**config.mk**
```make
export PLATFORM = sky130hd
export DESIGN_NAME = ft12_frame_builder
export DESIGN_NICKNAME = d
export VERILOG_FILES = /design/src/ft12_pkg.sv /design/src/ft12_front.sv /design/src/ft12_queue.sv /design/src/ft12_back.sv /design/src/ft12_frame_builder.sv
export SDC_FILE = /design/constraint.sdc
export NUM_CORES = 1
export LEC_CHECK = 0
export BUFFER_PORTS_ARGS = -buffer_cell sky130_fd_sc_hd__buf_4
export CAP_MARGIN = 15
export CORE_AREA = 10 10 126 128
export DETAILED_ROUTE_END_ITERATION = 10
export DIE_AREA = 0 0 136 138
export GPL_TIMING_DRIVEN = 1
export PLACE_DENSITY_LB_ADDON = 0.12
export SYNTH_ARGS = -nofsm -noshare
export SYNTH_HDL_FRONTEND = slang
export SYNTH_HIERARCHICAL = 1
export SYNTH_SLANG_ARGS = --single-unit
```
**constraint.sdc**
```tcl
create_clock -name clk_i -period 3.05 [get_ports clk_i]
set_input_delay 0.4575 -clock clk_i [delete_from_list [all_inputs] [get_ports clk_i]]
set_output_delay 0.4575 -clock clk_i [all_outputs]
set_load 0.01 [all_outputs]
```
**src/ft12_pkg.sv**
```systemverilog
`timescale 1ns / 1ps
// ---------------------------------------------------------------------------
// FT1.2 frame builder package
// Beat types, frame byte constants and sizing defaults shared by the block.
// ---------------------------------------------------------------------------
package ft12_pkg;

  // Fixed frame bytes.
  localparam logic [7:0] StartByte = 8'h68;
  localparam logic [7:0] EndByte   = 8'h16;
  localparam logic [7:0] CtrlA     = 8'h73;
  localparam logic [7:0] CtrlB     = 8'h53;
  localparam logic [7:0] AckByte   = 8'hE5;

  // Sizing defaults.
  localparam int unsigned MaxPayloadDefault = 254;
  localparam int unsigned QueueDepthDefault = 2;

  // Input beat.
  typedef struct packed {
    logic [7:0] payload_byte;
    logic [7:0] frame_length;
  } ft12_in_t;

  // Output beat.
  typedef struct packed {
    logic [7:0] out_byte;
    logic       last_of_run;
    logic       frame_done;
  } ft12_out_t;

  // Classified job handed from the front end to the byte sequencer.
  typedef struct packed {
    logic       has_header;
    logic [7:0] len_field;
    logic [7:0] ctrl_byte;
    logic [7:0] data_byte;
    logic       has_trailer;
    logic [7:0] checksum;
    logic       append_ack;
  } ft12_job_t;

endpackage

```
**src/ft12_front.sv**
```systemverilog
`timescale 1ns / 1ps
// ---------------------------------------------------------------------------
// FT1.2 front end
// Accepts payload beats, tracks frame position and checksum, and turns each
// beat into one job for the byte sequencer.
// ---------------------------------------------------------------------------
module ft12_front #(
  parameter int unsigned MaxPayload = ft12_pkg::MaxPayloadDefault
) (
  input  logic               clk_i,
  input  logic               rst_ni,
  input  logic               cfg_we_i,
  input  logic               cfg_wdata_i,
  input  logic               in_valid_i,
  output logic               in_ready_o,
  input  ft12_pkg::ft12_in_t in_i,
  output logic               job_valid_o,
  input  logic               job_ready_i,
  output ft12_pkg::ft12_job_t job_o
);

  localparam int unsigned CntW = $clog2(MaxPayload + 1);

  logic            append_ack_q;
  logic            toggle_q;
  logic [CntW-1:0] remaining_q, remaining_d;
  logic [7:0]      sum_q, sum_d;

  logic            first;
  logic [7:0]      len_sat;
  logic [CntW-1:0] remaining_cur;
  logic            last;
  logic [7:0]      ctrl_byte;
  logic [7:0]      sum_new;
  logic            accept;

  // A frame starts whenever no payload bytes are outstanding.
  assign first = (remaining_q == '0);

  // Clamp the length into the legal range.
  always_comb begin
    len_sat = in_i.frame_length;
    if (in_i.frame_length == 8'd0) begin
      len_sat = 8'd1;
    end else if (in_i.frame_length > 8'(MaxPayload)) begin
      len_sat = 8'(MaxPayload);
    end
  end

  assign ctrl_byte     = toggle_q ? ft12_pkg::CtrlB : ft12_pkg::CtrlA;
  assign remaining_cur = first ? len_sat[CntW-1:0] : remaining_q;
  assign remaining_d   = remaining_cur - CntW'(1);
  assign last          = (remaining_d == '0);
  assign sum_new       = (first ? ctrl_byte : sum_q) + in_i.payload_byte;
  assign sum_d         = last ? 8'd0 : sum_new;

  // Job seen by the queue.
  assign in_ready_o  = job_ready_i;
  assign job_valid_o = in_valid_i;
  assign accept      = in_valid_i & job_ready_i;

  always_comb begin
    job_o.has_header  = first;
    job_o.len_field   = len_sat + 8'd1;
    job_o.ctrl_byte   = ctrl_byte;
    job_o.data_byte   = in_i.payload_byte;
    job_o.has_trailer = last;
    job_o.checksum    = sum_new;
    job_o.append_ack  = append_ack_q;
  end

  // Frame position, checksum and control toggle advance per accepted beat.
  always_ff @(posedge clk_i or negedge rst_ni) begin
    if (!rst_ni) begin
      append_ack_q <= 1'b1;
      toggle_q     <= 1'b0;
      remaining_q  <= '0;
      sum_q        <= 8'd0;
    end else begin
      if (cfg_we_i) begin
        append_ack_q <= cfg_wdata_i;
      end
      if (accept) begin
        remaining_q <= remaining_d;
        sum_q       <= sum_d;
        toggle_q    <= toggle_q ^ last;
      end
    end
  end

endmodule

```
**src/ft12_queue.sv**
```systemverilog
`timescale 1ns / 1ps
// ---------------------------------------------------------------------------
// FT1.2 job queue
// Short FIFO that decouples the front end from the byte sequencer.
// ---------------------------------------------------------------------------
module ft12_queue #(
  parameter int unsigned QueueDepth = ft12_pkg::QueueDepthDefault
) (
  input  logic                clk_i,
  input  logic                rst_ni,
  input  logic                push_valid_i,
  output logic                push_ready_o,
  input  ft12_pkg::ft12_job_t push_i,
  output logic                pop_valid_o,
  input  logic                pop_ready_i,
  output ft12_pkg::ft12_job_t pop_o
);

  localparam int unsigned PtrW = (QueueDepth > 1) ? $clog2(QueueDepth) : 1;
  localparam int unsigned CntW = $clog2(QueueDepth + 1);

  ft12_pkg::ft12_job_t mem_q [QueueDepth];
  logic [PtrW-1:0] wr_ptr_q, rd_ptr_q;
  logic [CntW-1:0] count_q;
  logic            push, pop;

  assign push_ready_o = (count_q != CntW'(QueueDepth));
  assign pop_valid_o  = (count_q != '0);
  assign pop_o        = mem_q[rd_ptr_q];
  assign push         = push_valid_i & push_ready_o;
  assign pop          = pop_valid_o & pop_ready_i;

  // Storage.
  always_ff @(posedge clk_i) begin
    if (push) begin
      mem_q[wr_ptr_q] <= push_i;
    end
  end

  // Pointers and fill count.
  always_ff @(posedge clk_i or negedge rst_ni) begin
    if (!rst_ni) begin
      wr_ptr_q <= '0;
      rd_ptr_q <= '0;
      count_q  <= '0;
    end else begin
      if (push) begin
        wr_ptr_q <= (wr_ptr_q == PtrW'(QueueDepth - 1)) ? '0 : wr_ptr_q + PtrW'(1);
      end
      if (pop) begin
        rd_ptr_q <= (rd_ptr_q == PtrW'(QueueDepth - 1)) ? '0 : rd_ptr_q + PtrW'(1);
      end
      if (push && !pop) begin
        count_q <= count_q + CntW'(1);
      end else if (pop && !push) begin
        count_q <= count_q - CntW'(1);
      end
    end
  end

endmodule

```
**src/ft12_back.sv**
```systemverilog
`timescale 1ns / 1ps
// ---------------------------------------------------------------------------
// FT1.2 byte sequencer
// Expands each job into frame bytes, one per cycle unless stalled.
// ---------------------------------------------------------------------------
module ft12_back (
  input  logic                clk_i,
  input  logic                rst_ni,
  input  logic                job_valid_i,
  output logic                job_ready_o,
  input  ft12_pkg::ft12_job_t job_i,
  output logic                out_valid_o,
  input  logic                out_ready_i,
  output ft12_pkg::ft12_out_t out_o
);

  typedef enum logic [3:0] {
    StStart0,
    StLen0,
    StLen1,
    StStart1,
    StCtrl,
    StData,
    StSum,
    StEnd,
    StAck
  } step_e;

  step_e               step_q, step_cur, step_next;
  logic                in_job_q;
  logic                out_valid_q;
  ft12_pkg::ft12_out_t out_q;
  ft12_pkg::ft12_out_t beat;
  logic                job_last;
  logic                load;

  // A fresh job begins at the header or, mid-frame, at its data byte.
  always_comb begin
    if (in_job_q) begin
      step_cur = step_q;
    end else if (job_i.has_header) begin
      step_cur = StStart0;
    end else begin
      step_cur = StData;
    end
  end

  // Byte selection and end-of-job detection.
  always_comb begin
    beat.out_byte   = job_i.data_byte;
    beat.frame_done = 1'b0;
    job_last        = 1'b0;
    step_next       = StData;
    unique case (step_cur)
      StStart0: begin
        beat.out_byte = ft12_pkg::StartByte;
        step_next     = StLen0;
      end
      StLen0: begin
        beat.out_byte = job_i.len_field;
        step_next     = StLen1;
      end
      StLen1: begin
        beat.out_byte = job_i.len_field;
        step_next     = StStart1;
      end
      StStart1: begin
        beat.out_byte = ft12_pkg::StartByte;
        step_next     = StCtrl;
      end
      StCtrl: begin
        beat.out_byte = job_i.ctrl_byte;
        step_next     = StData;
      end
      StData: begin
        beat.out_byte = job_i.data_byte;
        job_last      = !job_i.has_trailer;
        step_next     = StSum;
      end
      StSum: begin
        beat.out_byte = job_i.checksum;
        step_next     = StEnd;
      end
      StEnd: begin
        beat.out_byte   = ft12_pkg::EndByte;
        beat.frame_done = !job_i.append_ack;
        job_last        = !job_i.append_ack;
        step_next       = StAck;
      end
      StAck: begin
        beat.out_byte   = ft12_pkg::AckByte;
        beat.frame_done = 1'b1;
        job_last        = 1'b1;
        step_next       = StData;
      end
      default: begin
        beat.out_byte   = job_i.data_byte;
        beat.frame_done = 1'b0;
        job_last        = 1'b0;
        step_next       = StData;
      end
    endcase
    beat.last_of_run = job_last;
  end

  // The output register takes a beat when empty or being drained.
  assign load        = job_valid_i & (!out_valid_q | out_ready_i);
  assign job_ready_o = load & job_last;
  assign out_valid_o = out_valid_q;
  assign out_o       = out_q;

  // Sequencer state and output register.
  always_ff @(posedge clk_i or negedge rst_ni) begin
    if (!rst_ni) begin
      step_q      <= StStart0;
      in_job_q    <= 1'b0;
      out_valid_q <= 1'b0;
      out_q       <= '0;
    end else begin
      if (out_ready_i) begin
        out_valid_q <= 1'b0;
      end
      if (load) begin
        out_valid_q <= 1'b1;
        out_q       <= beat;
        in_job_q    <= !job_last;
        step_q      <= step_next;
      end
    end
  end

endmodule

```
**src/ft12_frame_builder.sv**
```systemverilog
`timescale 1ns / 1ps
// ---------------------------------------------------------------------------
// FT1.2 variable-length frame builder
// Wraps a stream of payload bytes in FT1.2 frames with header and trailer.
// ---------------------------------------------------------------------------
// Each input beat carries one payload byte; the first beat of a frame also
// supplies the payload length. The front end accepts one beat per cycle while
// its job queue has room, and the byte sequencer emits exactly one output
// byte per cycle when the sink is ready. An input beat therefore yields its
// payload byte, after the header (start, length twice, start, control) when
// it opens a frame and before the trailer (checksum, end byte, optional 0xE5)
// when it closes one; the output byte rate bounds sustained throughput.
// The append_ack register resets to 1 and should be written only while no
// frame bytes are pending.
module ft12_frame_builder #(
  parameter int unsigned MaxPayload = ft12_pkg::MaxPayloadDefault,
  parameter int unsigned QueueDepth = ft12_pkg::QueueDepthDefault
) (
  input  logic                clk_i,
  input  logic                rst_ni,
  input  logic                cfg_we_i,
  input  logic                cfg_wdata_i,
  input  logic                in_valid_i,
  output logic                in_ready_o,
  input  ft12_pkg::ft12_in_t  in_i,
  output logic                out_valid_o,
  input  logic                out_ready_i,
  output ft12_pkg::ft12_out_t out_o
);

  logic                push_valid, push_ready;
  ft12_pkg::ft12_job_t push_job;
  logic                pop_valid, pop_ready;
  ft12_pkg::ft12_job_t pop_job;

  // Beat classification and frame bookkeeping.
  ft12_front #(
    .MaxPayload(MaxPayload)
  ) u_front (
    .clk_i       (clk_i),
    .rst_ni      (rst_ni),
    .cfg_we_i    (cfg_we_i),
    .cfg_wdata_i (cfg_wdata_i),
    .in_valid_i  (in_valid_i),
    .in_ready_o  (in_ready_o),
    .in_i        (in_i),
    .job_valid_o (push_valid),
    .job_ready_i (push_ready),
    .job_o       (push_job)
  );

  // Decoupling queue.
  ft12_queue #(
    .QueueDepth(QueueDepth)
  ) u_queue (
    .clk_i        (clk_i),
    .rst_ni       (rst_ni),
    .push_valid_i (push_valid),
    .push_ready_o (push_ready),
    .push_i       (push_job),
    .pop_valid_o  (pop_valid),
    .pop_ready_i  (pop_ready),
    .pop_o        (pop_job)
  );

  // Byte sequencer and output register.
  ft12_back u_back (
    .clk_i       (clk_i),
    .rst_ni      (rst_ni),
    .job_valid_i (pop_valid),
    .job_ready_o (pop_ready),
    .job_i       (pop_job),
    .out_valid_o (out_valid_o),
    .out_ready_i (out_ready_i),
    .out_o       (out_o)
  );

endmodule

```
# After elaboration in Yosys (flattened, before gate mapping)
# Memory sizes are Yosys's and may differ from the RTL's.
# Index checks and enable logic that the tools add are counted.
# totals
regBits	38
latchBits	0
mem_bits_rw	66
rom_bits	0
inputBits	22
output_inout_bits	12
n_memories	1
# mem_list
name	depth	word_bits	read_ports	rd_clocked_by_memory_dff	wr	line_no	source
u_queue.mem_q	2	33	1	0	1	ft12_queue.sv:22	ft12_pkg::ft12_job_t mem_q [QueueDepth];
# op_classes
n_addsub	7
n_mul	0
n_div	0
magnitude_cmp	1
eq_ne	9
n_shift	0
muxes	20
n_bitwise	6
n_reduce_logical	17
# ops
op	n
$pmux 8 s6	1
$mux 8	5
$pmux 4 s7	1
$logic_not 8->1	3
$eq 4x3->1 const B	4
$add 8x1->8 const B	1
$add 8x8->8	1
$eq 4x2->1 const B	2
$gt 8x8->1 const B	1
$sub 8x1->8 const B	1
$logic_not 1->1	6
$mux 1	6
$mux 6	1
$reduce_bool 2->1	3
$and 1x1->1	4
$eq 4x1->1 const B	1
$eq 4x4->1 const B	1
$logic_not 4->1	1
$mux 2	2
$mux 4	1
$reduce_or 2->1	2
$mux 3	1
$pmux 1 s3	1
$add 1x1->1 const B	2
7 further kinds	8

# Logic depth before layout (Yosys ltp)
# Gate-level depths: netlist (run 1).
# An unclocked memory read counts as a cell.
# logic_depth
depth_word	10
ltp_mapped	12
depth_no_buf	11

# Hierarchy
# Netlist (run 1), hierarchy kept.
# by_module_without_submodules
module	instances	cells_per_inst	area_per_inst_um2	seq_area_each_um2
ft12_queue	1	127	2870.3	2202.1
ft12_front	1	204	1706.6	451.7
ft12_back	1	138	1199.9	400.4

# Least setup slack after synthesis (run 1)
# OpenSTA, ideal clock, no wires.
# synth_path
path_type	register -> register
startpoint	register u_front.remaining_q[0]
endpoint	register u_front.sum_q[7]
setup_time_ns	0.074
arrival_time_ns	3.037
path_slack_ns	-0.061
path_stages_with_launch	12
cell_sequence	dfrtp_1 -> or4_4 -> nor4_2 -> buf_4 -> or2_2 -> ha_1 -> a21oi_1 -> o211ai_1 -> o41ai_1 -> xnor2_2 -> nand2_1 -> o21ai_2
# synth_lines
item	line_no	source
from (decl)	ft12_front.sv:26	logic [CntW-1:0] remaining_q, remaining_d;
from (signal assigned)	ft12_front.sv:84	remaining_q <= remaining_d;
to (signal assigned)	ft12_front.sv:85	sum_q <= sum_d;
to (decl)	ft12_front.sv:27	logic [7:0] sum_q, sum_d;

==> metrics.yaml, run 1 <==
sta:
  worst_slew_margin_rel_pct: 55.6
  slew_violations: 0
  setup_ws_ns: 0.204
  hold_slack_ns: 0.0870
  finalSetupTns_ns: 0
  worst_pin_slew_ns: 0.664
  period_needed_ns: 2.85
  clock_skew_ns: 0.00838
  finalHoldViolCount: 0
  fmax_ghz: 0.351
  min_period_over_period_pct: 93.3
  finalSetupViolations: 0
power:
  power_mw: 6.82
  p_leak_nw: 2.50
  power.density_nw_per_um2: 1060
  ir_drop_v: 0.000402
synthesis:
  syn_area_um2: 5780
  ys_warn_count: 6
  syn_area_per_cell_um2: 12.3
  synth_ff_type: "edfxtp_1"
  synth_cell_types: 72
  async_flop_share_pct: 35.2
  yosysSeqAreaShare_pct: 52.9
  ys_ff_latch: 108
  synth_edf_count: 70
  syn_inst: 469
finish:
  finalInstanceArea_um2: 6430
  fin_util_pct: 47.7
  stdcell_count: 682
  final_cell_mix: "edfxtp_1 (70), buf_4 (52), nand2_1 (47), dfrtp_1 (36), mux2_4 (29)"
  final_common_cell: "edfxtp_1"
  area_growth_pct: 11.4
  fill_cells: 1219
  diodes: 0
  nNetsFinal: 531
  drive_gt1_share_pct: 28.3
critical_path:
  required_ns: 3.32
  r2r_start: "u_front/remaining_q[0]$_DFFE_PN0P_"
  criticalPathCategory: "reg2reg"
  startpoint_type: "flip-flop"
  critPathCaptureType: "flip-flop"
  cp_slowest_cell: "or4_4"
  worstPathArrival_ns: 3.12
  r2r_end: "u_front/sum_q[7]$_DFFE_PN0P_"
  path_cells: "or4_4, nor4_4, buf_6, or2_2, ha_1, a21oi_1, o211ai_1, o41ai_2, buf_4, xnor2_2, nand2_1, o21ai_2"
  cpPeakStageDelay_ns: 0.56
  critPathMaxFanout: 8
  rr_worst_depth: 12
  r2r_slack_ns: 0.20
clock_network:
  holdBufCountCts: 0
  cts_tree: "done"
  root_buffer: "clkbuf_16"
  cts_buffers: 9
  clkLatencyLatePin_ns: 0.34
  clk_pin_slew_ns: 0.07
  cts_sinks: 108
  cts_buffer_depth: 2
  htree_num_levels: 3
outcome:
  status: "finished clean"
global_routing:
  track_usage_pct: 13.4
  grt_pass1_wl_um: 19900
  grt_max_degree: 39
  overflow: 0
  grt_pass1_vias: 3750
  antenna_found_initial: 0
route:
  top_layer_used: "met4"
  wire_per_inst_um: 18.0
  firstDrtPassIters: 5
  route.met2.wl_um: 6110
  antenna_left: 0
  wl_met1_um: 5640
  vias_per_cell: 5.27
  routed_wl_um: 12300
  wl_met3_um: 425
  drc: 0
  vias: 3593
  first_iter_violations: 269
worst_hold_path:
  hold_class: "in2async"
floorplan:
  io_pins: 34
  rows: 43
  core_area_um2: 13500
  die_w_um: 136
  dieArea_um2: 18800
  initial_core_util_pct: 42.8
  die_y_um: 138
placement:
  io_buffers: 33
  place_area_um2: 6120
  placed_cells: 666
  routabilityCongestion: 0.854
  dpl.hpwl_um: 8880
  pre_cts_ws_ns: 0.102
run:
  cap_violations: 0
cells in the mapped netlist, drive strengths merged, types with 6 or more instances:
library cell / number / area share (%)
and3: 9 / 0.97
buf: 35 / 5.3
mux2: 37 / 9.1
clkbuf: 8 / 0.52
dfrtp: 37 / 16
xnor2: 16 / 2.6
nand3: 8 / 0.69
ha: 11 / 2.4
a22oi: 6 / 0.78
a21oi: 16 / 1.5
nor2b: 7 / 0.89
nand2: 47 / 3.1
edfxtp: 70 / 36
or2: 6 / 0.65
inv: 8 / 0.52
nor3: 12 / 1.6
o21ai: 40 / 4.1
nor2: 16 / 1.0
nand2b: 10 / 1.1
flip-flops by register name, summed over array words and instances, names as in the netlist, 2 cells and up:
signal and flops:
u_queue/count_q 2, u_back/out_o 10, u_front/remaining_q 8, u_back/step_q 4, u_front/sum_q 8, u_queue/mem_q 70
power by group:
part | switching (mW) | leakage [nW] | internal [mW]
combinational | 1.73 | 1.26 | 1.46
clock | 0.498 | 0.133 | 0.633
sequential | 0.303 | 1.11 | 2.19
total | 2.53 | 2.50 | 4.28
worst max path at each step:
stage	end	start	slack, ns
after floorplan	u_front/sum_q[7]$_DFFE_PN0P_	u_front/remaining_q[0]$_DFFE_PN0P_	0.09
after global placement	u_front/sum_q[6]$_DFFE_PN0P_	in_i[5]	0.13
after detailed placement	u_front/sum_q[7]$_DFFE_PN0P_	u_front/remaining_q[0]$_DFFE_PN0P_	0.10
after CTS	u_front/sum_q[7]$_DFFE_PN0P_	u_front/remaining_q[0]$_DFFE_PN0P_	0.08
after global routing	u_front/sum_q[7]$_DFFE_PN0P_	u_front/remaining_q[0]$_DFFE_PN0P_	-0.05
final	u_front/sum_q[7]$_DFFE_PN0P_	u_front/remaining_q[0]$_DFFE_PN0P_	0.20
critical path, delay by kind of cell (launching register included):
| kind | cells | cell delay [ns] |
|---|---|---|
| and+or+nand+nor | 4 | 0.95 |
| AOI/OAI and AO/OA | 4 | 0.74 |
| DFF | 1 | 0.38 |
| buffers and inverters | 2 | 0.36 |
| adders and majority gates | 1 | 0.22 |
| xor gates and xnor gates | 1 | 0.13 |
cells by family (layout without fill, tap and decap cells):
logic type | after synthesis | in the layout | synth area share (%)
AND/OR/NAND/NOR | 141 | 141 | 14.0
flip-flops | 108 | 108 | 52.9
AO/OA/AOI/OAI | 97 | 97 | 11.4
buffers and inverters | 51 | 79 | 6.39
multiplexers | 37 | 37 | 9.10
XOR/XNOR | 21 | 21 | 3.31
adder cells (fa/ha/maj) | 12 | 12 | 2.73
other | 2 | 7 | 0.130
routing by layer:
metal	GRT usage, %	vias to the layer above
met4	3.53	0
met2	21.7	52
met5	0	-
li1	-	1749
met3	3.51	8
met1	17.2	1784
timing repair:
item | in CTS | in global routing
resized for setup | 0 | 5
hold endpoints to repair | 0 | 0
endpoints found under the setup margin | 0 | 12
buffers inserted | 0 | 0
final cells by class:
| cell class | instances | area (um2) | share of cell area, % |
|---|---|---|---|
| clock buffer | 11 | 233 | 3.62 |
| clock inverter | 5 | 53.8 | 0.836 |
| inverter | 8 | 30.0 | 0.467 |
| multi-input combinational | 315 | 2400 | 37.4 |
| sequential | 108 | 3060 | 47.5 |
| tap | 180 | 225 | 3.50 |
| timing repair buffer | 55 | 433 | 6.73 |
Note: power is estimated with default switching activity, not from simulation.
==> run 2, diff against run 1 <==
--- a/config.mk
+++ b/config.mk
@@ -7,12 +7,11 @@
 export LEC_CHECK = 0
 export BUFFER_PORTS_ARGS = -buffer_cell sky130_fd_sc_hd__buf_4
 export CAP_MARGIN = 15
-export CORE_AREA = 10 10 126 128
+export CORE_AREA = 10 10 116 118
 export DETAILED_ROUTE_END_ITERATION = 10
-export DIE_AREA = 0 0 136 138
+export DIE_AREA = 0 0 126 128
 export GPL_TIMING_DRIVEN = 1
 export PLACE_DENSITY_LB_ADDON = 0.12
 export SYNTH_ARGS = -nofsm -noshare
 export SYNTH_HDL_FRONTEND = slang
-export SYNTH_HIERARCHICAL = 1
 export SYNTH_SLANG_ARGS = --single-unit
==> run 2 against run 1 <==
Register-to-register slack about the same. Clock skew barely moved. Final cell count is 10% lower. Sequential power shrank 11%. Design area shrank 15%. Synthesized cell count down 8.7%. Global-route usage rose by 0.35 points. Critical path type unchanged. Largest cell class unchanged.
==> metrics.yaml, run 2 <==
route:
  first_iter_violations: 239  # -11%
  wire_per_inst_um: 17.7  # -1.7%
  drc: 0  # unchanged
  vias_per_cell: 5.51  # +4.6%
  antenna_left: 0  # unchanged
  routed_wl_um: 10900  # -12%
  firstDrtPassIters: 4  # -1
  vias: 3373  # -6.1%
sta:
  finalSetupViolations: 0  # unchanged
  finalSetupTns_ns: 0  # unchanged
  grt_setup_unrepaired: "false"
  min_period_over_period_pct: 92.9  # -0.38 points
  slew_violations: 0  # unchanged
  fmax_ghz: 0.353  # +0.41%
  clock_skew_ns: 0.00833  # -0.0000479 ns
  setup_ws_ns: 0.216  # +0.0116 ns
  worst_pin_slew_ns: 0.621  # -0.0427 ns
  finalHoldViolCount: 0  # unchanged
  worst_slew_margin_rel_pct: 57.4  # +1.8 points
  period_needed_ns: 2.83  # -0.0116 ns
finish:
  final_cell_mix: "nand2_1 (61), edfxtp_1 (56), buf_4 (48), dfrtp_1 (37), a21oi_1 (24)"
  regMostFlops: "u_queue.mem_q"
  fill_cells: 1054  # -14%
  final_common_cell: "nand2_1"
  stdcell_count: 612  # -10%
  area_growth_pct: 15.2
  finalInstanceArea_um2: 5490  # -15%
  largest_register_ffs: 56  # -20%
  nNetsFinal: 498  # -6.2%
  drive_gt1_share_pct: 17.9  # -10 points
  diodes: 0  # unchanged
  fin_util_pct: 48.9  # +1.2 points
global_routing:
  grt_pass1_vias: 3350  # -11%
  antenna_found_initial: 0  # unchanged
  track_usage_pct: 13.7  # +0.35 points
  grt_max_degree: 39  # unchanged
  overflow: 0  # unchanged
  grt_pass1_wl_um: 17700  # -11%
outcome:
  status: "finished clean"
floorplan:
  rows: 39  # -9.3%
  die_w_um: 126  # -7.4%
  io_pins: 34  # unchanged
  dieArea_um2: 16100  # -14%
  die_y_um: 128  # -7.2%
  core_area_um2: 11200  # -17%
  initial_core_util_pct: 42.4  # -0.35 points
clock_network:
  clkLatencyLatePin_ns: 0.35  # about the same
  cts_tree: "done"
  htree_num_levels: 3  # unchanged
  holdBufCountCts: 0  # unchanged
  cts_buffer_depth: 2  # unchanged
  cts_sinks: 94  # -13%
  clk_pin_slew_ns: 0.06  # about the same
  root_buffer: "clkbuf_16"
  cts_buffers: 9  # unchanged
critical_path:
  r2r_start: "u_front.remaining_q[4]$_DFFE_PN0P_"
  endpoint: "u_queue.mem_q[1][8]$_DFFE_PP_"
  cp.buffers_inverters: 1  # -1
  rr_worst_depth: 10  # -2
  critPathCaptureType: "flip-flop"
  cpPeakStageDelay_ns: 0.48  # -0.08 ns
  cp.depth: 10  # -2
  critPathTopFamily: "simple AND/OR/NAND/NOR gates"
  path_cells: "nor4_4, nand2_1, and2_1, ha_1, nand3_1, o211ai_1, or3_1, a21oi_1, xnor2_1, inv_1"
  r2r_slack_ns: 0.22  # about the same
  cp_slowest_cell: "dfrtp_1"
  r2r_end: "u_queue.mem_q[1][8]$_DFFE_PP_"
  crit_start: "u_front.remaining_q[4]$_DFFE_PN0P_"
  required_ns: 3.14  # -0.18 ns
  critPathMaxFanout: 7  # -1
  criticalPathCategory: "reg2reg"
  worstPathArrival_ns: 2.93  # -0.19 ns
  startpoint_type: "flip-flop"
power:
  power.density_nw_per_um2: 1060  # +0.40%
  p_leak_nw: 2.17  # -13%
  ir_drop_v: 0.000571  # +42%
synthesis:
  yosys-top-cells-count: "nand2_1 (61), edfxtp_1 (56), dfrtp_1 (37)"
  synth_cell_types: 56  # -22%
  syn_nets: 462
  yosysTopAreaCellShare_pct: 35.3  # -1.1 points
  syn_area_um2: 4760  # -18%
  ys_ff_latch: 94  # -13%
  synth_edf_count: 56  # -20%
  ys_warn_count: 0  # -6
  syn_inst: 428  # -8.7%
  syn_area_per_cell_um2: 11.1  # -9.7%
  async_flop_share_pct: 40.4  # +5.2 points
  synth_ff_type: "edfxtp_1"
  yosysMostFrequentCell: "nand2_1"
  synthTopCellsByArea: "edfxtp_1 (35%), dfrtp_1 (19%), nand2_1 (4.8%)"
  synth_top_area_cell: "edfxtp_1"
  yosysSeqAreaShare_pct: 55.3  # +2.4 points
worst_hold_path:
  hold_class: "in2async"
run:
  cap_violations: 0  # unchanged
placement:
  place_area_um2: 5200  # -15%
  pre_cts_ws_ns: 0.205  # +0.103 ns
  placed_cells: 596  # -11%
  io_buffers: 33  # unchanged
  dpl.hpwl_um: 7880  # -11%
  routabilityCongestion: 0.915  # +7.1%
==> run 2: changes by cell type after synthesis, moves of 9 or more <==
cell,change
edfxtp_1,-14
o21ai_2,-9
a21oi_1,+10
mux2i_1,+13
mux2_4,-29
buf_4,-21
nand2_1,+14
==> run 2: where the power goes <==
part / leakage, nW / switching [mW] / total [mW] / internal [mW]
clock: 0.127 / 0.493 / 1.05 / 0.552
combinational: 1.06 / 1.52 / 2.57 / 1.05
sequential: 0.975 / 0.298 / 2.22 / 1.92
total: 2.17 / 2.31 / 5.83 / 3.53
==> run 2: final cells by class <==
cell class	instances	area, um2	area share [%]
Timing Repair Buffer	48	360	6.57
Sequential cell	94	2630	48.0
Clock buffer	9	225	4.10
Clock inverter	7	48.8	0.889
Multi-Input combinational cell	297	1990	36.2
Inverter	14	52.6	0.958
Tap cell	143	179	3.26
==> run 2: through the flow <==
step                      total power, mW  hold slack [ns]
final                                5.83           0.0925
after global routing                 6.28            0.136
after CTS                            5.86            0.112
after detailed placement             4.81            0.468
after global placement               4.77            0.461
after floorplan                      3.98            0.162
==> run 2: how the worst min path moves through the flow <==
stage | end | depth (start not counted)
2_1_floorplan | u_back.in_job_q$_DFFE_PN0P_ | 0
3_3_place_gp | u_back.out_o[0]$_DFFE_PN0P_ | 2
3_5_place_dp | u_front.sum_q[0]$_DFFE_PN0P_ | 2
4_1_cts | u_queue.count_q[1]$_DFFE_PN0P_ | 1
5_1_grt | u_queue.count_q[1]$_DFFE_PN0P_ | 1
6_report | u_queue.count_q[1]$_DFFE_PN0P_ | 1
==> run 2: cells by family (layout without fill, tap and decap cells) <==
logic type                 count (synthesis)  in the layout  synth area share (%)
AOI/OAI and AO/OA                        103            103                  14.3
xor gates and xnor gates                  23             23                  4.23
adders and majority gates                 12             12                  3.31
buffers and inverters                     37             78                  3.21
DFF                                       94             94                  55.3
muxes                                     24             24                  5.57
and+or+nand+nor                          135            135                  14.1
==> run 2: routing by layer <==
| layer | vias up | wire length, um | track usage [%] | part of all wire [%] |
|---|---|---|---|---|
| li1 | 1634 | - | - | - |
| met1 | 1655 | 5090 | 17.9 | 47 |
| met2 | 71 | 5080 | 21.6 | 47 |
| met3 | 13 | 524 | 3.47 | 4.8 |
| met4 | 0 | 165 | 4.76 | 1.5 |
| met5 | - | 0 | 0 | 0 |
==> run 2: what timing repair did <==
action	in CTS	in global routing
buffers inserted	0	0
gates resized for setup	0	1
setup endpoints to repair	0	5
==> run 3, diff against run 2 <==
--- a/config.mk
+++ b/config.mk
@@ -15,3 +15,4 @@
 export SYNTH_ARGS = -nofsm -noshare
 export SYNTH_HDL_FRONTEND = slang
 export SYNTH_SLANG_ARGS = --single-unit
+export TNS_END_PERCENT = 30
==> constraint.sdc (replaced) <==
create_clock -name clk_i -period 3.05 [get_ports clk_i]
set_input_delay 0.305 -clock clk_i [delete_from_list [all_inputs] [get_ports clk_i]]
set_output_delay 0.305 -clock clk_i [all_outputs]
set_load 0.01 [all_outputs]
==> run 3 against run 2 <==
Die area did not move. Wire length rose by 0.85%. First-iteration DRC count rose by 16%. Power rose by 3.9%. Utilization rose by 0.58 points. Sequential share of layout area fell by 0.56 points. Global-route usage rose by 0.10 points. Critical path depth did not move. Final cell count did not move. Clock power rose by 21%. Register-to-register slack improved by 0.07 ns. Via count fell by 0.30%.
==> metrics.yaml, run 3 (synthesis gave the netlist of run 2 again) <==
route:
  antenna_left: 0  # unchanged
  vias: 3363  # -0.30%
  drc: 0  # unchanged
  first_iter_violations: 277  # +16%
  routed_wl_um: 10900  # +0.85%
  firstDrtPassIters: 5  # +1
  wire_per_inst_um: 17.9  # +0.85%
  vias_per_cell: 5.50  # -0.30%
floorplan:
  die_y_um: 128  # unchanged
  dieArea_um2: 16100  # unchanged
  die_w_um: 126  # unchanged
  io_pins: 34  # unchanged
  initial_core_util_pct: 42.4  # unchanged
  rows: 39  # unchanged
  core_area_um2: 11200  # unchanged
placement:
  routabilityCongestion: 0.925  # +1.1%
  dpl.hpwl_um: 8030  # +2.0%
  io_buffers: 33  # unchanged
worst_hold_path:
  holdPathStages: 1
  worstHoldStart: "in_i[11]"
  hold_class: "in2reg"
run:
  cap_violations: 0  # unchanged
global_routing:
  grt_pass1_wl_um: 17900  # +0.70%
  grt_pass1_vias: 3386  # +1.1%
  grt_max_degree: 39  # unchanged
  grtUsageMet2_pct: 23.1  # +1.4 points
  track_usage_pct: 13.8  # +0.10 points
  top_usage_layer: "met2"
  grtUsageMet1_pct: 17.3  # -0.69 points
  antenna_found_initial: 0  # unchanged
  overflow: 0  # unchanged
  grt.met3_usage_pct: 2.19  # -1.3 points
clock_network:
  cts_tree: "done"
  clkLatencyLatePin_ns: 0.34  # about the same
  cts_buffers: 9  # unchanged
  cts_buffer_depth: 2  # unchanged
  htree_num_levels: 3  # unchanged
  clk_pin_slew_ns: 0.06  # about the same
  root_buffer: "clkbuf_16"
  cts_sinks: 94  # unchanged
critical_path:
  critPathMaxFanout: 7  # unchanged
  critPathCaptureType: "flip-flop"
  cp.depth: 10  # unchanged
  path_cells: "nor4_4, nand2_2, and2_1, ha_1, nand3_1, o211ai_1, or3_1, a21oi_1, xnor2_1, inv_1"
  crit_start: "u_front.remaining_q[4]$_DFFE_PN0P_"
  criticalPathCategory: "reg2reg"
  worstPathArrival_ns: 2.85  # -0.08 ns
  cpPeakStageDelay_ns: 0.47  # about the same
  cp_slowest_cell: "dfrtp_1"
  r2r_start: "u_front.remaining_q[4]$_DFFE_PN0P_"
  startpoint_type: "flip-flop"
  cp.buffers_inverters: 1  # unchanged
  rr_worst_depth: 10  # unchanged
  required_ns: 3.14  # about the same
  critPathTopFamily: "simple AND/OR/NAND/NOR gates"
sta:
  slew_violations: 0  # unchanged
  period_needed_ns: 2.76  # -0.0698 ns
  finalSetupViolations: 0  # unchanged
  fmax_ghz: 0.362  # +2.5%
  worst_slew_margin_rel_pct: 58.2  # +0.80 points
  grt_setup_unrepaired: "false"
  finalSetupTns_ns: 0  # unchanged
  worst_pin_slew_ns: 0.623  # +0.00162 ns
  min_period_over_period_pct: 90.6  # -2.3 points
  finalHoldViolCount: 0  # unchanged
  clock_skew_ns: 0.00451  # -0.00382 ns
finish:
  nNetsFinal: 497  # -0.20%
  final_cell_mix: "nand2_1 (60), edfxtp_1 (56), buf_4 (46), dfrtp_1 (37), a21oi_1 (24)"
  area_growth_pct: 16.6
  largest_register_ffs: 56  # unchanged
  final_common_cell: "nand2_1"
  fill_cells: 1016  # -3.6%
  area.sequential_um2: 2630  # unchanged
  multi_input_area_um2: 1990  # +0.13%
  fin_util_pct: 49.5  # +0.58 points
  drive_gt1_share_pct: 17.7  # -0.18 points
  regMostFlops: "u_queue.mem_q"
outcome:
  status: "finished clean"
power:
  p_leak_nw: 2.19  # +1.3%
  ir_drop_v: 0.000421  # -26%
  power.density_nw_per_um2: 1090  # +2.6%
-- run 3: per-stage QoR --
stage	std cells	power, mW	area (um2)	setup slack, ns	hold slack [ns]
floorplan	428	3.98	4760	0.354	0.00941
global placement	594	4.76	5190	0.313	0.325
detailed placement	594	4.81	5190	0.143	0.323
CTS	611	6.10	5540	0.137	0.165
global route	611	6.49	5550	0.0586	0.170
finish	612	6.06	5550	0.285	0.166
-- run 3: worst paths after layout --
kind	endpoint	slack (ns)
max in group asynchronous	u_front.append_ack_q$_DFFE_PN1P_	2.19
min reg2reg	u_back.out_o[1]$_DFFE_PN0P_	0.48
min in group asynchronous	u_queue.count_q[0]$_DFFE_PN0P_	0.48
min	u_queue.mem_q[1][13]$_DFFE_PP_	0.17
max reg2reg	u_queue.mem_q[1][8]$_DFFE_PP_	0.29
max	u_queue.mem_q[1][8]$_DFFE_PP_	0.29
-- run 3: what timing repair did --
item | in CTS | in global routing
endpoints found under the setup margin | 0 | 5
setup buffers | 0 | 0
gates resized for setup | 0 | 2
hold buffers | 1 | 0
endpoints found under the hold margin | 37 | 0
-- run 3: power by group --
part | switching (mW) | internal [mW]
Combinational | 1.51 | 1.04
Clock | 0.470 | 0.800
Sequential | 0.313 | 1.93
Total | 2.30 | 3.76
-- run 3: cell type report --
class | instances | area share [%]
Antenna cell | 1 | 0.0451
Clock buffer | 10 | 4.12
Clock inverter | 6 | 1.98
Inverter | 14 | 0.947
Multi-Input combinational cell | 297 | 35.8
Sequential cell | 94 | 47.4
Tap cell | 143 | 3.22
Timing Repair Buffer | 47 | 6.40
-- run 3: worst register-to-register path: cells and delay by family, from the launching register on --
family	cells	cell delay, ns
AND/OR/NAND/NOR	5	1.18
flip-flops	1	0.47
adder cells (fa/ha/maj)	1	0.33
AO/OA/AOI/OAI	2	0.30
XOR/XNOR	1	0.18
buffers and inverters	1	0.08
-- run 3: per-layer routing --
| metal | routed length [um] | vias up |
|---|---|---|
| li1 | - | 1640 |
| met1 | 5040 | 1634 |
| met2 | 5300 | 79 |
| met3 | 427 | 10 |
| met4 | 190 | 0 |
| met5 | 0 | - |
